--- config.mk ---
export PLATFORM = sky130hd
export DESIGN_NAME = septet_packer_core
export DESIGN_NICKNAME = d
export VERILOG_FILES = /design/src/rtl/spk_pkg.sv /design/src/rtl/septet_packer_core.sv /design/src/rtl/spk_front.sv /design/src/rtl/spk_queue.sv /design/src/rtl/spk_back.sv
export SDC_FILE = /design/constraint.sdc
export NUM_CORES = 1
export LEC_CHECK = 0
export ABC_AREA = 1
export BUFFER_PORTS_ARGS = -buffer_cell sky130_fd_sc_hd__clkbuf_2
export CAP_MARGIN = 15
export CORE_MARGIN = 3
export CORE_UTILIZATION = 30
export DETAILED_ROUTE_END_ITERATION = 6
export PLACE_DENSITY = 0.48
export SLEW_MARGIN = 20
export SYNTH_ARGS = -nofsm -noshare
export SYNTH_HDL_FRONTEND = slang
export SYNTH_SLANG_ARGS = --single-unit
--- constraint.sdc ---
create_clock -name clk -period 9.5 [get_ports clk]
set_input_delay 0.95 -clock clk [delete_from_list [all_inputs] [get_ports clk]]
set_output_delay 0.95 -clock clk [all_outputs]
set_load 0.01 [all_outputs]
--- src/rtl/spk_pkg.sv ---
// Types and constants of the septet packer.
package spk_pkg;

  localparam int CFG_IDX_W  = 1;
  localparam int CFG_DATA_W = 8;

  localparam logic [CFG_IDX_W-1:0] CFG_START_OFFSET = 1'd0;
  localparam logic [CFG_IDX_W-1:0] CFG_BUFFER_LIMIT = 1'd1;

  localparam logic [2:0] START_OFFSET_RST = 3'd0;
  localparam logic [7:0] BUFFER_LIMIT_RST = 8'd140;

  typedef struct packed {
    logic [6:0] septet;
    logic       last_char;
  } spk_in_t;

  typedef struct packed {
    logic [7:0] packed_byte;
    logic       byte_valid;
    logic       message_end;
    logic [7:0] packed_length;
    logic       overflow;
  } spk_out_t;

  typedef struct packed {
    logic [2:0] start_offset;
    logic [7:0] buffer_limit;
  } spk_cfg_t;

  // One queued command: one result, or two when a last character completes a
  // byte and still leaves bits to flush.
  typedef struct packed {
    logic     two;
    spk_out_t res0;
    spk_out_t res1;
  } spk_entry_t;

endpackage

--- src/rtl/septet_packer_core.sv ---
// Top level of the septet packer: config registers, front end, queue, output stage.
// Packs 7-bit characters LSB-first into bytes from the configured start offset,
// with zero fill bits below it. One character is taken per cycle while in_ready is
// high; its results enter the command queue in the cycle after and reach out_* at
// its head. A last character that completes a byte and leaves a partial one gives
// two results, played out as two transfers. The queue (QUEUE_DEPTH commands)
// decouples the two sides; in_ready drops only while it is full. start_offset is
// sampled at a message's first character, buffer_limit at each until overrun.
module septet_packer_core
  import spk_pkg::*;
#(
  parameter int QUEUE_DEPTH = 4
) (
  input  logic                  clk,
  input  logic                  rst_n,
  input  logic                  in_valid,
  output logic                  in_ready,
  input  spk_in_t               in_data,
  output logic                  out_valid,
  input  logic                  out_ready,
  output spk_out_t              out_data,
  input  logic                  cfg_we,
  input  logic [CFG_IDX_W-1:0]  cfg_index,
  input  logic [CFG_DATA_W-1:0] cfg_wdata
);

  spk_cfg_t   cfg_r;
  spk_entry_t push_entry;
  spk_entry_t head_entry;
  logic       take;
  logic       push;
  logic       pop;
  logic       q_full;
  logic       q_not_empty;

  always_ff @(posedge clk) begin
    if (!rst_n) begin
      cfg_r.start_offset <= START_OFFSET_RST;
      cfg_r.buffer_limit <= BUFFER_LIMIT_RST;
    end else if (cfg_we) begin
      unique case (cfg_index)
        CFG_START_OFFSET: cfg_r.start_offset <= cfg_wdata[2:0];
        CFG_BUFFER_LIMIT: cfg_r.buffer_limit <= cfg_wdata[7:0];
      endcase
    end
  end

  assign in_ready = !q_full;
  assign take     = in_valid & in_ready;

  spk_front u_front (
    .clk     (clk),
    .rst_n   (rst_n),
    .take    (take),
    .in_data (in_data),
    .cfg     (cfg_r),
    .push    (push),
    .entry   (push_entry)
  );

  spk_queue #(
    .WIDTH ($bits(spk_entry_t)),
    .DEPTH (QUEUE_DEPTH)
  ) u_queue (
    .clk       (clk),
    .rst_n     (rst_n),
    .push      (push),
    .wdata     (push_entry),
    .pop       (pop),
    .full      (q_full),
    .not_empty (q_not_empty),
    .rdata     (head_entry)
  );

  spk_back u_back (
    .clk        (clk),
    .rst_n      (rst_n),
    .head_valid (q_not_empty),
    .head       (head_entry),
    .out_ready  (out_ready),
    .out_valid  (out_valid),
    .out_data   (out_data),
    .pop        (pop)
  );

endmodule

--- src/rtl/spk_front.sv ---
// Front end: packs each accepted septet and queues the results it causes.
module spk_front
  import spk_pkg::*;
(
  input  logic       clk,
  input  logic       rst_n,
  input  logic       take,
  input  spk_in_t    in_data,
  input  spk_cfg_t   cfg,
  output logic       push,
  output spk_entry_t entry
);

  logic       active_r, active_nxt;
  logic       ovf_r, ovf_nxt;
  logic [2:0] shift_r, shift_nxt;
  logic [7:0] part_r, part_nxt;
  logic [7:0] bd_r, bd_nxt;

  logic [2:0]  cur_shift;
  logic [7:0]  cur_part;
  logic [7:0]  cur_bd;
  logic        cur_ovf;
  logic [14:0] acc;
  logic [8:0]  bd_inc;
  logic [7:0]  bd_p1;
  logic [7:0]  bd_p2;
  logic        over;
  logic        last;
  logic        push_c;

  function automatic spk_out_t mk_res(logic [7:0] pbyte, logic bval, logic mend,
                                      logic [7:0] plen, logic ovfl);
    spk_out_t r;
    r.packed_byte   = pbyte;
    r.byte_valid    = bval;
    r.message_end   = mend;
    r.packed_length = plen;
    r.overflow      = ovfl;
    return r;
  endfunction

  // A new message starts from the configured offset.
  assign cur_shift = active_r ? shift_r : cfg.start_offset;
  assign cur_part  = active_r ? part_r  : 8'd0;
  assign cur_bd    = active_r ? bd_r    : 8'd0;
  assign cur_ovf   = active_r & ovf_r;
  assign last      = in_data.last_char;

  assign acc    = {7'd0, cur_part} | ({8'd0, in_data.septet} << cur_shift);
  assign bd_inc = {1'b0, cur_bd} + 9'd1;
  assign bd_p1  = bd_inc[7:0];
  assign bd_p2  = cur_bd + 8'd2;
  assign over   = (cur_bd >= cfg.buffer_limit) ||
                  ((cur_shift > 3'd1) && (bd_inc >= {1'b0, cfg.buffer_limit}));

  always_comb begin
    active_nxt = 1'b1;
    ovf_nxt    = cur_ovf;
    shift_nxt  = cur_shift;
    part_nxt   = cur_part;
    bd_nxt     = cur_bd;
    push_c     = 1'b0;
    entry.two  = 1'b0;
    entry.res0 = mk_res(8'd0, 1'b0, 1'b0, 8'd0, 1'b0);
    entry.res1 = mk_res(8'd0, 1'b0, 1'b0, 8'd0, 1'b0);
    if (cur_ovf) begin
      if (last) begin
        push_c     = 1'b1;
        entry.res0 = mk_res(8'd0, 1'b0, 1'b1, cur_bd, 1'b1);
        active_nxt = 1'b0;
      end
    end else if (over) begin
      push_c     = 1'b1;
      entry.res0 = mk_res(8'd0, 1'b0, last, last ? cur_bd : 8'd0, 1'b1);
      ovf_nxt    = 1'b1;
      part_nxt   = 8'd0;
      active_nxt = !last;
    end else if (cur_shift != 3'd0) begin
      // byte completes; the carry keeps the septet's upper bits
      bd_nxt    = bd_p1;
      part_nxt  = {1'b0, acc[14:8]};
      shift_nxt = cur_shift - 3'd1;
      push_c    = 1'b1;
      if (last && cur_shift == 3'd1) begin
        entry.res0 = mk_res(acc[7:0], 1'b1, 1'b1, bd_p1, 1'b0);
        active_nxt = 1'b0;
      end else begin
        entry.res0 = mk_res(acc[7:0], 1'b1, 1'b0, 8'd0, 1'b0);
        if (last) begin
          entry.two  = 1'b1;
          entry.res1 = mk_res({1'b0, acc[14:8]}, 1'b1, 1'b1, bd_p2, 1'b0);
          active_nxt = 1'b0;
        end
      end
    end else begin
      part_nxt  = acc[7:0];
      shift_nxt = 3'd7;
      if (last) begin
        push_c     = 1'b1;
        entry.res0 = mk_res(acc[7:0], 1'b1, 1'b1, bd_p1, 1'b0);
        active_nxt = 1'b0;
      end
    end
  end

  assign push = take & push_c;

  always_ff @(posedge clk) begin
    if (!rst_n) begin
      active_r <= 1'b0;
      ovf_r    <= 1'b0;
      shift_r  <= 3'd0;
      part_r   <= 8'd0;
      bd_r     <= 8'd0;
    end else if (take) begin
      active_r <= active_nxt;
      ovf_r    <= ovf_nxt;
      shift_r  <= shift_nxt;
      part_r   <= part_nxt;
      bd_r     <= bd_nxt;
    end
  end

endmodule

--- src/rtl/spk_queue.sv ---
// Short command queue between the packing front end and the output stage.
module spk_queue #(
  parameter int WIDTH = 8,
  parameter int DEPTH = 4
) (
  input  logic             clk,
  input  logic             rst_n,
  input  logic             push,
  input  logic [WIDTH-1:0] wdata,
  input  logic             pop,
  output logic             full,
  output logic             not_empty,
  output logic [WIDTH-1:0] rdata
);

  localparam int PTR_W = (DEPTH > 1) ? $clog2(DEPTH) : 1;
  localparam int CNT_W = $clog2(DEPTH + 1);

  logic [WIDTH-1:0] mem_r [DEPTH];
  logic [PTR_W-1:0] wr_ptr_r, wr_ptr_nxt;
  logic [PTR_W-1:0] rd_ptr_r, rd_ptr_nxt;
  logic [CNT_W-1:0] cnt_r, cnt_nxt;

  assign full      = (cnt_r == CNT_W'(DEPTH));
  assign not_empty = (cnt_r != '0);
  assign rdata     = mem_r[rd_ptr_r];

  assign wr_ptr_nxt = (wr_ptr_r == PTR_W'(DEPTH - 1)) ? '0 : wr_ptr_r + 1'b1;
  assign rd_ptr_nxt = (rd_ptr_r == PTR_W'(DEPTH - 1)) ? '0 : rd_ptr_r + 1'b1;

  always_comb begin
    unique case ({push, pop})
      2'b10:   cnt_nxt = cnt_r + 1'b1;
      2'b01:   cnt_nxt = cnt_r - 1'b1;
      default: cnt_nxt = cnt_r;
    endcase
  end

  always_ff @(posedge clk) begin
    if (!rst_n) begin
      wr_ptr_r <= '0;
      rd_ptr_r <= '0;
      cnt_r    <= '0;
    end else begin
      if (push) wr_ptr_r <= wr_ptr_nxt;
      if (pop)  rd_ptr_r <= rd_ptr_nxt;
      cnt_r <= cnt_nxt;
    end
  end

  always_ff @(posedge clk) begin
    if (push) mem_r[wr_ptr_r] <= wdata;
  end

endmodule

--- src/rtl/spk_back.sv ---
// Output stage: plays each queued command out as one or two result transfers.
module spk_back
  import spk_pkg::*;
(
  input  logic       clk,
  input  logic       rst_n,
  input  logic       head_valid,
  input  spk_entry_t head,
  input  logic       out_ready,
  output logic       out_valid,
  output spk_out_t   out_data,
  output logic       pop
);

  logic sel_r, sel_nxt;
  logic xfer;

  assign out_valid = head_valid;
  assign out_data  = sel_r ? head.res1 : head.res0;
  assign xfer      = out_valid & out_ready;
  assign pop       = xfer & (!head.two | sel_r);
  assign sel_nxt   = xfer ? !pop : sel_r;

  always_ff @(posedge clk) begin
    if (!rst_n) begin
      sel_r <= 1'b0;
    end else begin
      sel_r <= sel_nxt;
    end
  end

endmodule

# After elaboration in Yosys (flattened, before gate mapping)
# Memory sizes are Yosys's and may differ from the RTL's. A register that Yosys moved wholly into a read port is not among the register bits.
# Cells that the tools add are included.
[totals]
output_inout_bits = 21
word_cells = 96
ff_bits = 40
input_bits = 22
memories = 1
ramBits = 152
[memory_table]
columns = ["name", "words", "width", "rd", "rd_ports_with_merged_regs", "wr", "line_no", "rtl"]
rows = [
  ["u_queue.mem_r", 4, 38, 1, 1, 1, "spk_queue.sv:19", "logic [WIDTH-1:0] mem_r [DEPTH];"],
]
[classes]
reduce_logical = 12
n_shift = 1
add_sub_neg = 7
n_eq_ne = 6
n_lt_le_gt_ge = 3
muxes = 47
bitwise_logic = 8
[ops]
columns = ["operator", "n"]
rows = [
  ["19-bit 2-to-1 mux", 5],
  ["18-bit 2-to-1 mux", 5],
  ["8-bit 2-to-1 mux", 9],
  ["10-bit 2-to-1 mux", 2],
  ["1-bit 2-to-1 mux", 17],
  ["8-bit by 15-bit bitwise OR with 15-bit output", 1],
  ["7-bit by 3-bit left shift with 15-bit output", 1],
  ["3-bit 2-to-1 mux", 4],
  ["8-bit by 1-bit adder with 9-bit output, second input constant", 1],
  ["9-bit by 8-bit greater-or-equal comparator with 1-bit output", 1],
  ["8-bit by 2-bit adder with 8-bit output, second input constant", 1],
  ["8-bit greater-or-equal comparator", 1],
  ["2-bit 2-to-1 mux", 4],
  ["2-bit == test, second input constant", 3],
  ["3-bit case mux with 2 select lines", 1],
  ["3-bit nonzero test", 2],
  ["3-bit by 1-bit subtractor with 3-bit output, second input constant", 2],
  ["1-bit AND", 5],
  ["2-bit by 1-bit adder with 2-bit output, second input constant", 2],
  ["1-bit logical NOT", 4],
  ["2-bit AND reduction", 2],
  ["3-bit by 1-bit adder with 3-bit output, second input constant", 1],
  ["3-bit by 1-bit == test with 1-bit output, second input constant", 1],
  ["3-bit == test, second input constant", 1],
  ["other kinds (7)", 8],
]

# Logic depth before layout (Yosys ltp)
[logic_depth]
ltp_word = 10
mapped_depth = 28
depth_no_buf = 26

# Cells and area by module
# From an unflattened synthesis, not the netlist that was laid out.
[unflattened]
hier_cells = 994
hier_area_um2 = 9454.1
[modules_own_cells]
columns = ["module", "area_per_inst_um2", "cells_each", "seq_area_each_um2", "instances"]
rows = [
  ["spk_queue", 6247.2, 438, 4864.7, 1],
  ["spk_front", 2476.1, 428, 420.4, 1],
  ["septet_packer_core", 430.4, 59, 220.2, 1],
  ["spk_back", 300.3, 69, 20.0, 1],
]

# Worst setup path after synthesis
# No wires, ideal clock.
[synth_path]
path_kind = "register to register"
from = "register u_front.active_r"
to = "memory u_queue.mem_r[0][10] (netlist bit) (enable)"
synth_period_minus_slack_ns = 4.261
setup_ns = 0.425
path_stages_with_launch = 21
path_slack_ns = 5.239
path_buffers = 2
t_required_ns = 9.075
t_arrival_ns = 3.836
cell_sequence = "dfxtp_1 buf_2 buf_6 nand2_1 inv_1 ha_1 nand2_1 nor2_1 nand3_1 xor2_1 ha_1 nand2_1 inv_1 nand2_1 nand2_1 nand2_1 nand2_1 nand2_4 nand4_1 nand2_1 nor2_1"
[synth_via]
elab_chain_len = 10
elab_cells_between_ends = 16
classes_between = "add/sub (1); order compare (3); mux (7); bitwise (2); reduce/logical (3)"
[synth_lines]
columns = ["item", "line_no", "rtl"]
rows = [
  ["start: declaration", "spk_front.sv:14", "logic active_r, active_nxt;"],
  ["start signal: assignment", "spk_front.sv:117", "active_r <= active_nxt;"],
  ["8-bit 2-to-1 mux", "spk_front.sv:46", "assign cur_bd = active_r ? bd_r : 8'd0;"],
  ["8-bit by 1-bit adder with 9-bit output", "spk_front.sv:51", "assign bd_inc = {1'b0, cur_bd} + 9'd1;"],
  ["9-bit by 8-bit greater-or-equal comparator with 1-bit output", "spk_front.sv:55", "((cur_shift > 3'd1) && (bd_inc >= {1'b0, cfg.buffer_limit}));"],
  ["1-bit logical AND", "spk_front.sv:55", ""],
  ["1-bit logical OR", "spk_front.sv:54", "assign over = (cur_bd >= cfg.buffer_limit) ||"],
  ["1-bit 2-to-1 mux", "spk_front.sv:73", "end else if (over) begin"],
  ["1-bit 2-to-1 mux *", "spk_front.sv:67", "if (cur_ovf) begin"],
  ["1-bit AND *", "spk_front.sv:107", "assign push = take & push_c;"],
  ["1-bit 2-to-1 mux *", "spk_queue.sv:52", "if (push) mem_r[wr_ptr_r] <= wdata;"],
  ["1-bit 2-to-1 mux (not written as such) *", "spk_queue.sv:52", ""],
  ["end: declaration", "spk_queue.sv:19", ""],
]
# Every way passes the cells marked *; elsewhere a longest branch is shown, timed or not.

# Worst setup path in the final report
[layout_path]
from = "register u_front.active_r"
to = "register u_queue.cnt_r[2]"
[layout_via]
elab_chain_len = 10
elab_cells_between_ends = 18
classes_between = "add/sub (1); order compare (3); eq/ne (2); mux (6); bitwise (2); reduce/logical (4)"
[layout_lines]
columns = ["item", "line_no", "rtl"]
rows = [
  ["8-bit 2-to-1 mux", "spk_front.sv:46", ""],
  ["8-bit by 1-bit adder with 9-bit output", "spk_front.sv:51", ""],
  ["9-bit by 8-bit greater-or-equal comparator with 1-bit output", "spk_front.sv:55", ""],
  ["1-bit logical AND", "spk_front.sv:55", ""],
  ["1-bit logical OR", "spk_front.sv:54", ""],
  ["1-bit 2-to-1 mux", "spk_front.sv:73", ""],
  ["1-bit 2-to-1 mux *", "spk_front.sv:67", ""],
  ["1-bit AND *", "spk_front.sv:107", ""],
  ["2-bit by 1-bit == test with 1-bit output or 2-bit == test (tied branches)", "spk_queue.sv:32", "unique case ({push, pop})"],
  ["3-bit case mux with 2 select lines or 2-bit nonzero test (tied branches)", "n/a", ""],
  ["end signal: assignment", "spk_queue.sv:47", "cnt_r <= cnt_nxt;"],
  ["end: declaration", "spk_queue.sv:22", "logic [CNT_W-1:0] cnt_r, cnt_nxt;"],
]
# Marks and branches as above.
# A chain may end at the register's enable or synchronous reset.

==> flow_metrics.tcl <==
set metrics [dict create \
    tightestPinTransition_ps 782.5 \
    min_path_type "register to register" \
    power_density_nw_per_um2 246.7 \
    syn_nets 969 \
    initial_utilization 0.3058 \
    grtUsageTotal 0.1452 \
    core_region_area_sq_um 27930 \
    final_layout_size_suffix_gt1_frac 0.1208 \
    slew_violations 0 \
    criticalPathCategory "register to register" \
    grt_start_max_net_pins 69 \
    synth_top_flop_cell "sky130_fd_sc_hd__edfxtp_1" \
    fin_crit_sh 0.5060 \
    cts.reportedPaths.clkPinSlew_ps 70 \
    drt-vias-per-instance 4.842 \
    route.detailed.drc 0 \
    flow.area_growth_from_synthesis_pct 13.92 \
    slew_headroom 0.4728 \
    seq_power_share 0.406 \
    clk_latency_ps 430 \
    p_leak_uw 0.003827 \
    dpl.hpwl_mm 14.33 \
    comb_pwr_share 0.298 \
    cts.hold.buffers_added 0 \
    cp.arrival_ps 5130 \
    pin_count 43 \
    tritoncts "built" \
    routed_wire_length_mm 21.90 \
    cts.repair.resized 0 \
    timing.rr.start "u_front.active_r" \
    cts-buffers-inserted 17 \
    worst_path_max_delay_cell "sky130_fd_sc_hd__dfxtp_1" \
    finalCriticalPeriod_ps 4807 \
    ant_nets 0 \
    switchingPower_uw 858.2 \
    synth-seq-cells 178 \
    synthesis.instances 922 \
    critPathMaxStageDelay_ps 660 \
    timing_hold_violations_final 0 \
    first_pass_grt_wire_length_mm 34.83 \
    timing.reg2reg.setup_slack_ps 4690 \
    fmax_ghz 0.2080 \
    diodes 0 \
    critPathCaptureType "register" \
    antenna_violations_before_repair 0 \
    cp.buffers_inverters 4 \
    power.share.clock 0.296 \
    std_cell_rows 61 \
    worst_setup_path_startpoint "u_front.active_r" \
    cp_depth 27 \
    globalRoute.totalOverflow 0 \
    critical_path.max_fanout 15 \
    setup.worst_path.start_class "register" \
    numPortBuffers 42 \
    nFillCells 2896 \
    setup_total_negative_slack_ps 0 \
    globalplace.congestion 0.8907 \
    die_w_um 174.7 \
    pint_uw 1542 \
    worst-r2r-cell-count 27 \
    first_pass_iters 5 \
    cp_top_family "simple AND/OR/NAND/NOR gates" \
    ctsLongestPathBuffers 2 \
    netlist_area_sq_um 8542 \
    routed_wire_length_per_instance_um 16.37 \
    p_sw_frac 0.3575 \
    clock_sink_count 178 \
    die_area_sq_um 30530 \
    htree_num_levels 4 \
    netlist-cell-type-count 41 \
    synthesis.yosys.warnings 0 \
    final_core_utilization 0.3483 \
    most_used_cell_along_the_critical_path "sky130_fd_sc_hd__nand2_1" \
    routed-via-count 6478 \
    die_h_um 174.7 \
    count_of_endpoints_failing_setup_in_the_final_report 0 \
    power.ir.vdd_worst_mv 0.1192 \
    crit-reg2reg-capture "u_queue.cnt_r[2]" \
    run_status "finished clean" \
    worstPathRequired_ps 9820 \
    post-cts-setup-buffers 0 \
    drt_iter0_markers 407 \
    via_count_of_the_first_global_routing_pass 6210 \
    rsz0062_at_grt "false" \
    postSynth.asyncResetShare 0 \
    syn_area_per_cell_sq_um 9.265 \
    synth_seq_area_share 0.5765 \
    synth_enable_flop_cells 136 \
    num-nets-final 994 \
    maxCapViolCount 0 \
    final.setup_skew_ps 9.521 \
    cts-root-buf "sky130_fd_sc_hd__clkbuf_16" \
    setup.worst_path.end "u_queue.cnt_r[2]" \
]
-- flip-flops by register name, indices dropped and copies added, names as in the netlist, named ones only --
| signal | count |
|---|---|
| u_front.part_r | 8 |
| u_queue.mem_r | 136 |
| u_queue.cnt_r | 3 |
| u_front.bd_r | 8 |
| u_front.active_r | 1 |
| cfg_r | 11 |
| u_queue.rd_ptr_r | 2 |
| u_back.sel_r | 1 |
| u_front.shift_r | 3 |
| u_queue.wr_ptr_r | 2 |
| u_front.ovf_r | 1 |
-- power by group through the flow --
stage | sequential [uW] | clock [uW] | combinational (uW)
global route | 984 | 760 | 811
global placement | 993 | 0 | 726
finish | 975 | 711 | 714
detailed placement | 992 | 0 | 727
floorplan | 979 | 0 | 487
CTS | 976 | 726 | 729
-- stage by stage --
stage / hold slack, ps / total power, uW / instances / cell area (sq um) / worst slack, ps
finish: 467.2 / 2400 / 1338 / 9731 / 4693
global route: 494.4 / 2554 / 1338 / 9731 / 4065
CTS: 470.2 / 2431 / 1338 / 9731 / 4702
detailed placement: 459.3 / 1720 / 1306 / 9130 / 4725
global placement: 453.3 / 1719 / 1306 / 9130 / 4848
floorplan: 429.7 / 1466 / 922 / 8542 / 5239
-- cell families after synthesis --
| kind of cell | share of synthesized area |
|---|---|
| compound gates | 0.1305 |
| xor+xnor | 0.005126 |
| fa+ha+maj | 0.03750 |
| buf+inv | 0.05800 |
| flops | 0.5765 |
| simple gates | 0.1923 |
-- cell usage after synthesis (3+ instances only) --
| cell type | n | share of area |
|---|---|---|
| sky130_fd_sc_hd__nand2_1 | 132 | 0.058 |
| sky130_fd_sc_hd__o22ai_1 | 15 | 0.011 |
| sky130_fd_sc_hd__xor2_1 | 5 | 0.0051 |
| sky130_fd_sc_hd__inv_2 | 5 | 0.0022 |
| sky130_fd_sc_hd__edfxtp_1 | 136 | 0.48 |
| sky130_fd_sc_hd__nand4_1 | 10 | 0.0073 |
| sky130_fd_sc_hd__nand3_1 | 55 | 0.032 |
| sky130_fd_sc_hd__nor2_2 | 11 | 0.0081 |
| sky130_fd_sc_hd__a21oi_1 | 50 | 0.029 |
| sky130_fd_sc_hd__buf_2 | 5 | 0.0029 |
| sky130_fd_sc_hd__clkbuf_1 | 35 | 0.015 |
| sky130_fd_sc_hd__inv_1 | 71 | 0.031 |
| sky130_fd_sc_hd__o21ai_0 | 102 | 0.060 |
| sky130_fd_sc_hd__o211ai_1 | 4 | 0.0035 |
| sky130_fd_sc_hd__a31oi_1 | 19 | 0.014 |
| sky130_fd_sc_hd__dfxtp_1 | 42 | 0.098 |
| sky130_fd_sc_hd__nor2_1 | 166 | 0.073 |
| sky130_fd_sc_hd__a22oi_1 | 3 | 0.0026 |
| sky130_fd_sc_hd__ha_1 | 24 | 0.035 |
| sky130_fd_sc_hd__or2_2 | 3 | 0.0022 |
-- per-layer routing --
metal  vias to the layer above  wire length [um]  GRT usage
li1                       3218                 -          -
met1                      3054             10890     0.2092
met2                       179              9719     0.2261
met3                        27               872    0.02238
met4                         0               427    0.04422
met5                         -                 0          0
-- cell usage in the layout (no fill, tap or decap), types with 4 or more instances in the layout --
cell type	count
sky130_fd_sc_hd__nand2_1	132
sky130_fd_sc_hd__o21ai_0	102
sky130_fd_sc_hd__nor2_4	4
sky130_fd_sc_hd__buf_4	10
sky130_fd_sc_hd__a31oi_1	19
sky130_fd_sc_hd__nor2_2	11
sky130_fd_sc_hd__inv_2	6
sky130_fd_sc_hd__nand3_1	55
sky130_fd_sc_hd__clkbuf_2	42
sky130_fd_sc_hd__a21oi_1	50
sky130_fd_sc_hd__inv_6	6
sky130_fd_sc_hd__clkbuf_16	17
sky130_fd_sc_hd__inv_1	69
sky130_fd_sc_hd__o22ai_1	15
sky130_fd_sc_hd__xor2_1	5
sky130_fd_sc_hd__o211ai_1	4
sky130_fd_sc_hd__inv_8	4
sky130_fd_sc_hd__dfxtp_1	41
sky130_fd_sc_hd__nor2_1	162
sky130_fd_sc_hd__nand4_1	10
sky130_fd_sc_hd__ha_1	24
sky130_fd_sc_hd__edfxtp_1	136
-- worst min-delay path: stages (launching register included) --
cell and delay [ps]:
sky130_fd_sc_hd__dfxtp_1 310, sky130_fd_sc_hd__nand2_1 60, sky130_fd_sc_hd__a21oi_1 50
-- how the worst min path moves through the flow --
stage / from / to / slack, ps / cells past startpoint
floorplan: cfg_r[8] / cfg_r[8] / 430 / 2
global placement: u_front.shift_r[0] / u_front.shift_r[0] / 450 / 2
detailed placement: u_front.shift_r[0] / u_front.shift_r[0] / 460 / 2
CTS: u_front.shift_r[0] / u_front.shift_r[0] / 470 / 2
global route: u_front.shift_r[0] / u_front.shift_r[0] / 490 / 2
finish: u_front.shift_r[0] / u_front.shift_r[0] / 470 / 2
-- area by class of cell --
cell class              instances  area [sq um]  share of cell area
flip-flops and latches        178          4926              0.5062
repair buffers                 52         285.3             0.02932
multi-input cells             620          3152              0.3239
well taps                     378         473.0             0.04860
clock inverters                15         175.2             0.01800
inverters                      78         294.0             0.03022
clock buffers                  17         425.4             0.04372
No activity file was read; power rests on OpenSTA's default activity.
